## config.mk

```make
export PLATFORM = sky130hd
export DESIGN_NAME = pi_controller_antiwindup_flat
export DESIGN_NICKNAME = d
export VERILOG_FILES = /design/src/pica_pkg.sv /design/src/pica_if.sv /design/src/pica_clamp.sv /design/src/pi_controller_antiwindup.sv /design/src/flat_wrapper.sv
export SDC_FILE = /design/constraint.sdc
export NUM_CORES = 2
export LEC_CHECK = 0
export BUFFER_PORTS_ARGS = -buffer_cell sky130_fd_sc_hd__buf_4
export CORE_ASPECT_RATIO = 0.7
export CORE_MARGIN = 3
export CORE_UTILIZATION = 40
export CTS_CLUSTER_SIZE = 12
export DETAILED_ROUTE_END_ITERATION = 6
export GPL_ROUTABILITY_DRIVEN = 0
export PLACE_DENSITY_LB_ADDON = 0.08
export SKIP_LAST_GASP = 1
export SYNTH_ARGS = -nofsm -noshare
export SYNTH_HDL_FRONTEND = slang
export SYNTH_SLANG_ARGS = --single-unit
```

## constraint.sdc

```tcl
create_clock -name clk -period 19.2 [get_ports clk]
set_clock_uncertainty 0.2 [all_clocks]
set_input_delay 0.96 -clock clk [delete_from_list [all_inputs] [get_ports clk]]
set_output_delay 0.96 -clock clk [all_outputs]
set_load 0.005 [all_outputs]
```

## src/pica_pkg.sv

```systemverilog
package pica_pkg;

  typedef logic signed [15:0] sample_t;
  typedef logic signed [16:0] err_t;
  typedef logic signed [31:0] acc_t;
  typedef logic [1:0]         reg_idx_t;

  localparam int unsigned SHIFT_P = 2;
  localparam int unsigned SHIFT_I = 8;

  localparam reg_idx_t REG_PROP_GAIN  = 2'd0;
  localparam reg_idx_t REG_INTEG_GAIN = 2'd1;
  localparam reg_idx_t REG_OUT_MAX    = 2'd2;
  localparam reg_idx_t REG_OUT_MIN    = 2'd3;

  localparam sample_t PROP_GAIN_RST  = 16'sd0;
  localparam sample_t INTEG_GAIN_RST = 16'sd0;
  localparam sample_t OUT_MAX_RST    = 16'sh7fff;
  localparam sample_t OUT_MIN_RST    = 16'sh8000;

endpackage

```

## src/pica_if.sv

```systemverilog
interface pica_in_if;
  import pica_pkg::*;

  logic    valid;
  logic    ready;
  sample_t reference;
  sample_t measured;

  modport source (output valid, output reference, output measured, input ready);
  modport sink   (input valid, input reference, input measured, output ready);
endinterface

interface pica_out_if;
  import pica_pkg::*;

  logic    valid;
  logic    ready;
  sample_t drive;

  modport source (output valid, output drive, input ready);
  modport sink   (input valid, input drive, output ready);
endinterface

```

## src/pica_clamp.sv

```systemverilog
module pica_clamp (
  input  pica_pkg::acc_t    p_term,
  input  pica_pkg::acc_t    i_inc,
  input  logic              ki_nz,
  input  pica_pkg::acc_t    integ,
  input  pica_pkg::sample_t out_max,
  input  pica_pkg::sample_t out_min,
  output pica_pkg::sample_t drive,
  output pica_pkg::acc_t    integ_nxt
);
  import pica_pkg::*;

  acc_t i_term;
  acc_t i_hi;
  acc_t sum;
  acc_t sum_hi;
  acc_t sum_lo;
  acc_t max_ext;
  acc_t min_ext;

  always_comb begin
    max_ext = acc_t'(out_max);
    min_ext = acc_t'(out_min);
    i_term  = ki_nz ? acc_t'(i_inc + integ) : '0;
    sum     = acc_t'(p_term + i_term);

    // upper limit first, the lower limit then sees the clamped sum
    sum_hi = sum;
    i_hi   = i_term;
    if (sum > max_ext) begin
      sum_hi = max_ext;
      if (i_term > integ) i_hi = integ;
    end

    sum_lo    = sum_hi;
    integ_nxt = i_hi;
    if (sum_hi < min_ext) begin
      sum_lo = min_ext;
      if (i_hi < integ) integ_nxt = integ;
    end

    drive = sample_t'(sum_lo[15:0]);
  end

endmodule

```

## src/pi_controller_antiwindup.sv

```systemverilog
// datapath: a transaction passes the error, products and clamp registers in turn;
// throughput: one transaction per cycle while out_chan.ready does not stall; every
// stage has its own valid bit and the integrator recurrence (add, add, compare)
// closes within the last stage alone
// reset: synchronous active-low rst_n clears all valid bits and the integrator and
// loads the gain and limit registers with their defaults
module pi_controller_antiwindup (
  input  logic                clk,
  input  logic                rst_n,
  input  logic                cfg_we,
  input  pica_pkg::reg_idx_t  cfg_idx,
  input  pica_pkg::sample_t   cfg_data,
  pica_in_if.sink             in_chan,
  pica_out_if.source          out_chan
);
  import pica_pkg::*;

  // configuration registers
  sample_t prop_gain_r, integ_gain_r, out_max_r, out_min_r;

  // stage 1: error
  logic    v1_r;
  err_t    err_r;
  // stage 2: scaled products
  logic    v2_r;
  acc_t    p_term_r;
  acc_t    i_inc_r;
  logic    ki_nz_r;
  // stage 3: result register and loop state
  logic    out_valid_r;
  sample_t drive_r;
  acc_t    integ_r;

  logic    take3, ready2, ready1;
  err_t    err_nxt;
  logic signed [32:0] p_prod, i_prod;
  acc_t    p_term_nxt, i_inc_nxt;
  sample_t drive_nxt;
  acc_t    integ_nxt;

  // per-stage flow control, a stage refills when it empties downstream
  assign take3  = !out_valid_r || out_chan.ready;
  assign ready2 = !v2_r || take3;
  assign ready1 = !v1_r || ready2;
  assign in_chan.ready = ready1;

  assign out_chan.valid = out_valid_r;
  assign out_chan.drive = drive_r;

  // config write port, user writes only while the pipeline is empty; not enforced
  always_ff @(posedge clk) begin
    if (!rst_n) begin
      prop_gain_r  <= PROP_GAIN_RST;
      integ_gain_r <= INTEG_GAIN_RST;
      out_max_r    <= OUT_MAX_RST;
      out_min_r    <= OUT_MIN_RST;
    end else if (cfg_we) begin
      unique case (cfg_idx)
        REG_PROP_GAIN:  prop_gain_r  <= cfg_data;
        REG_INTEG_GAIN: integ_gain_r <= cfg_data;
        REG_OUT_MAX:    out_max_r    <= cfg_data;
        REG_OUT_MIN:    out_min_r    <= cfg_data;
        default:        prop_gain_r  <= prop_gain_r;
      endcase
    end
  end

  // error is held exactly in 17 bits
  assign err_nxt = err_t'(err_t'(in_chan.reference) - err_t'(in_chan.measured));

  // products wrap to 32 bits before the arithmetic shift
  always_comb begin
    p_prod     = prop_gain_r * err_r;
    i_prod     = integ_gain_r * err_r;
    p_term_nxt = $signed(p_prod[31:0]) >>> SHIFT_P;
    i_inc_nxt  = $signed(i_prod[31:0]) >>> SHIFT_I;
  end

  pica_clamp u_clamp (
    .p_term    (p_term_r),
    .i_inc     (i_inc_r),
    .ki_nz     (ki_nz_r),
    .integ     (integ_r),
    .out_max   (out_max_r),
    .out_min   (out_min_r),
    .drive     (drive_nxt),
    .integ_nxt (integ_nxt)
  );

  // valid bits and integrator
  always_ff @(posedge clk) begin
    if (!rst_n) begin
      v1_r        <= 1'b0;
      v2_r        <= 1'b0;
      out_valid_r <= 1'b0;
      integ_r     <= '0;
    end else begin
      if (ready1) v1_r <= in_chan.valid;
      if (ready2) v2_r <= v1_r;
      if (take3)  out_valid_r <= v2_r;
      // integrator moves only when its transaction reaches the result register
      if (take3 && v2_r) integ_r <= integ_nxt;
    end
  end

  // payload, no reset needed
  always_ff @(posedge clk) begin
    if (ready1 && in_chan.valid) err_r <= err_nxt;
    if (ready2 && v1_r) begin
      p_term_r <= p_term_nxt;
      i_inc_r  <= i_inc_nxt;
      ki_nz_r  <= (integ_gain_r != '0);
    end
    if (take3 && v2_r) drive_r <= drive_nxt;
  end

  // integrator holds unless a transaction leaves the clamp stage
  a_integ_hold: assert property (@(posedge clk) disable iff (!rst_n)
    !(take3 && v2_r) |=> $stable(integ_r))
    else $error("integrator changed without a transaction");

  // zero integral gain gives either a cleared or a restored integrator
  a_ki_zero: assert property (@(posedge clk) disable iff (!rst_n)
    (take3 && v2_r && !ki_nz_r) |=> (integ_r == '0 || integ_r == $past(integ_r)))
    else $error("integrator moved with zero integral gain");

  // full and stalled pipeline takes no new transaction
  a_full_stall: assert property (@(posedge clk) disable iff (!rst_n)
    (v1_r && v2_r && out_valid_r && !out_chan.ready) |-> !in_chan.ready)
    else $error("input accepted into a full pipeline");

  // reset empties the result register
  a_reset_empty: assert property (@(posedge clk)
    !rst_n |=> !out_valid_r)
    else $error("result valid after reset");

endmodule

```

## src/flat_wrapper.sv

```systemverilog
// flat-port wrapper written by rule: the top's interface ports become plain ports
module pi_controller_antiwindup_flat import pica_pkg::*;
  (clk, rst_n, cfg_we, cfg_idx, cfg_data, in_chan_valid, in_chan_reference, in_chan_measured, in_chan_ready, out_chan_valid, out_chan_drive, out_chan_ready);
  pica_in_if in_chan_i ();
  pica_out_if out_chan_i ();
  input  logic clk;
  input  logic rst_n;
  input  logic cfg_we;
  input  pica_pkg::reg_idx_t cfg_idx;
  input  pica_pkg::sample_t cfg_data;
  input wire logic [$bits(in_chan_i.valid)-1:0] in_chan_valid;
  input wire logic [$bits(in_chan_i.reference)-1:0] in_chan_reference;
  input wire logic [$bits(in_chan_i.measured)-1:0] in_chan_measured;
  output wire logic [$bits(in_chan_i.ready)-1:0] in_chan_ready;
  output wire logic [$bits(out_chan_i.valid)-1:0] out_chan_valid;
  output wire logic [$bits(out_chan_i.drive)-1:0] out_chan_drive;
  input wire logic [$bits(out_chan_i.ready)-1:0] out_chan_ready;
  assign in_chan_i.valid = in_chan_valid;
  assign in_chan_i.reference = in_chan_reference;
  assign in_chan_i.measured = in_chan_measured;
  assign in_chan_ready = in_chan_i.ready;
  assign out_chan_valid = out_chan_i.valid;
  assign out_chan_drive = out_chan_i.drive;
  assign out_chan_i.ready = out_chan_ready;
  pi_controller_antiwindup u_core (.clk(clk), .rst_n(rst_n), .cfg_we(cfg_we), .cfg_idx(cfg_idx), .cfg_data(cfg_data), .in_chan(in_chan_i), .out_chan(out_chan_i));
endmodule
```

==> impl_results.md <==
* Cells on worst reg2reg path at 43
* Die extent in x at 353 um
* Final Critical Period at 11.92 ns
* NumNets Final at 4747
* Initial antenna violation count at 2
* Most common cell in the netlist: inv_1
* Final Util at 43.4%
* Worst-path clk slew at 0.09 ns
* Area growth from synthesis to layout at 7.05%
* Worst reg-to-reg setup slack at 7.28 ns
* Hold Path Depth at 2
* Seq/Total Area, Yosys at 13.7%
* Post-Synth Simple-Gate Area at 16.4%
* Final antenna-violating net count at 0
* Cells after Synth at 3804
* Total routed wirelength at 99000 um
* Largest family of logic cells by synthesized area: adder cells
* CP arrival at 12.11 ns
* Share of the synthesized area in the top cell type at 32.2%
* Ys flop type: dfxtp_1
* Netlist cell types at 75
* Synth Area per Inst at 8.85 sq um
* # Post-CTS Setup Buffers at 0
* Largest net degree at the start of global routing at 63
* Power Dens Cells at 92.6 mW/mm^2
* Total power at 3340 uW
* # DRC at 0
* Maxcap violations at 0
* TritonCTS clock tree: yes
* FF+latch count, synth at 187
* H-tree depth at 4
* DP HPWL at 77200 um
* Period utilization at 62.1%
* Max VDD drop at 0.104 mV
* CP Launch Type: flop
* Core box area at 0.0829 sq mm
* Gr usage total at 23.0%
* Req. time, crit path at 19.39 ns
* Max Freq at 83.9 MHz
* Netlist Area Pre-Place at 0.0336 sq mm
* Vias in the first global route at 25200
* HP Class: reg2reg
* Status: finished, final reports clean
* Mux cell area share after synthesis at 1.01%
* # resized after CTS at 0
* Syn Nets at 4764
* R2R Path Start: u_core.integ_r[0]
* Placed inst area at 0.0354 sq mm
* Hold path start: u_core.integ_gain_r[10]
* IO Count at 73
* Via density at 5.15
* Synth area leader: fa_1
* Hold endpoint: u_core.integ_gain_r[10]
* Worst-path maximum fanout at 41
* Fin. Hold Viols at 0
* Critical path capture point type: flop
* Crit path kind: reg2reg
* CTS sink cnt at 187
* Clock Tree Root: clkbuf_16
* Final setup vio count at 0
* Share of layout cells above drive strength 1 at 5.21%
* YS warnings at 0
* Pre-Repair DR Iteration Count at 5
* CP max-delay cell: o211a_1
* RSZ-0062 raised after global routing: false
* First-pass GRT wire length at 154000 um
* Die area at 0.0877 sq mm
* Post-synth EDFFs at 88
* Cell mode on critical path: a21o_1
* Top area cells in the synthesized netlist: fa_1 32%, ha_1 13%, edfxtp_1 7.9%
* Placed insts at 4893
* Starting Density at 40.6%
* First DRT Iteration DRCs at 2057
* Post-synth ARST share at 0%
* Leakage power at 0.0157 uW
* Chip height at 249 um
* Clock Latency Late Sink at 0.50 ns
* FP Rows at 88
* Number of port buffers at 72
* Xor and xnor area share after synthesis at 3.54%
* Most frequent cells after synthesis: 683 x inv_1, 542 x fa_1, 505 x nand2_1
* DR WL/cell at 20.1 um
* Fill count at 8339
* Vias post-DR at 25400
* Worst path max stage delay at 1.05 ns
* Clock tree buffer depth at 2
* Post-route cell area at 0.0360 sq mm
* TritonCTS Buffers at 17
* Fin. max-slew vios at 0
* Setup TNS at 0 ns
* Slew @ Worst Pin at 1.21 ns
* Adder-cell share of the synthesized area at 45.7%
* R2R Path End: u_core.integ_r[31]
* Global route total overflow at 0
* Slew HR at 19.5%
* Hold Buf Count CTS at 0
* Post-Layout Cell Count at 4926
* Complex-gate fraction of the synthesized area at 10.1%
-- state kept, by name (all words and copies together) (netlist names), 17 cells and up --
register         count
u_core.integ_r      32
u_core.p_term_r     30
u_core.i_inc_r      24
u_core.err_r        17
-- stage by stage --
step                      hold WS (ns)  setup slack, ns
after CTS                        0.260             7.45
final                            0.262             7.28
after global placement           0.246             7.59
after floorplan                  0.236             9.50
after detailed placement         0.248             7.50
after global routing             0.275             6.40
-- worst max-delay path: cells and delay by family, from the launching register on --
family	cells	cell delay, ns
flip-flops	1	0.37
AO/OA/AOI/OAI	23	6.30
XOR/XNOR	4	0.62
AND/OR/NAND/NOR	9	2.62
buffers and inverters	2	0.29
adder cells (fa/ha/maj)	5	1.40
-- final cells by class --
class                      instances  area, sq um  share of cell area (%)
clock buffer                      17          425                    1.18
tap                             1125         1410                    3.91
inverter                         685         2570                    7.14
clock inverter                    15          215                   0.597
timing repair buffer             120          901                    2.50
multi-input combinational       2776        25900                    71.8
sequential                       187         4620                    12.8
antenna                            1         2.50                 0.00695
-- cells by family (layout without fill, tap and decap cells) --
kind of cell / after synthesis / in the layout
and+or+nand+nor: 1158 / 1158
adders and majority gates: 905 / 905
buffers and inverters: 841 / 837
AOI/OAI and AO/OA: 546 / 546
DFF: 187 / 187
xor gates and xnor gates: 136 / 136
muxes: 31 / 31
other: 0 / 1
-- power by group --
group          total (uW)  internal (uW)  leakage (uW)  switching (uW)
Clock                 397            183      0.000308             213
Combinational        2380            907        0.0137            1470
Sequential            559            515       0.00164            44.1
Total                3340           1610        0.0157            1730
-- metal layers --
| metal | vias to the layer above | global-route usage, % | part of all wire (%) |
|---|---|---|---|
| met5 | - | 0 | 0 |
| met4 | 0 | 4.93 | 1.8 |
| met3 | 84 | 4.27 | 6.9 |
| met2 | 620 | 31.5 | 40 |
| met1 | 12600 | 36.9 | 52 |
| li1 | 12100 | - | - |
-- how the worst max path moves through the flow --
| stage | startpoint | to | slack [ns] | cells after the start |
|---|---|---|---|---|
| floorplan | u_core.i_inc_r[0] | u_core.integ_r[10] | 9.50 | 49 |
| global placement | u_core.i_inc_r[0] | u_core.integ_r[31] | 7.59 | 45 |
| detailed placement | u_core.i_inc_r[0] | u_core.integ_r[31] | 7.50 | 45 |
| CTS | u_core.i_inc_r[0] | u_core.integ_r[31] | 7.45 | 45 |
| global route | u_core.i_inc_r[11] | u_core.integ_r[31] | 6.40 | 40 |
| finish | u_core.integ_r[0] | u_core.integ_r[31] | 7.28 | 43 |
-- cells in the final DEF (no fill, tap or decap), types with 12 or more instances in the layout --
master	instances
a211oi_1	13
a21o_1	59
a21oi_1	217
and2_1	228
and3_1	17
buf_4	120
clkbuf_16	17
dfxtp_1	99
edfxtp_1	88
fa_1	542
ha_1	363
inv_1	683
mux2_2	23
nand2_1	505
nand2b_1	55
nand3_1	39
nand4_1	43
nor2_1	136
nor2b_1	23
nor3_1	74
o211ai_1	24
o21a_1	26
o21ai_0	104
o21bai_1	12
xnor2_1	97
xor2_1	39
Note: power is estimated with default switching activity, not from simulation.
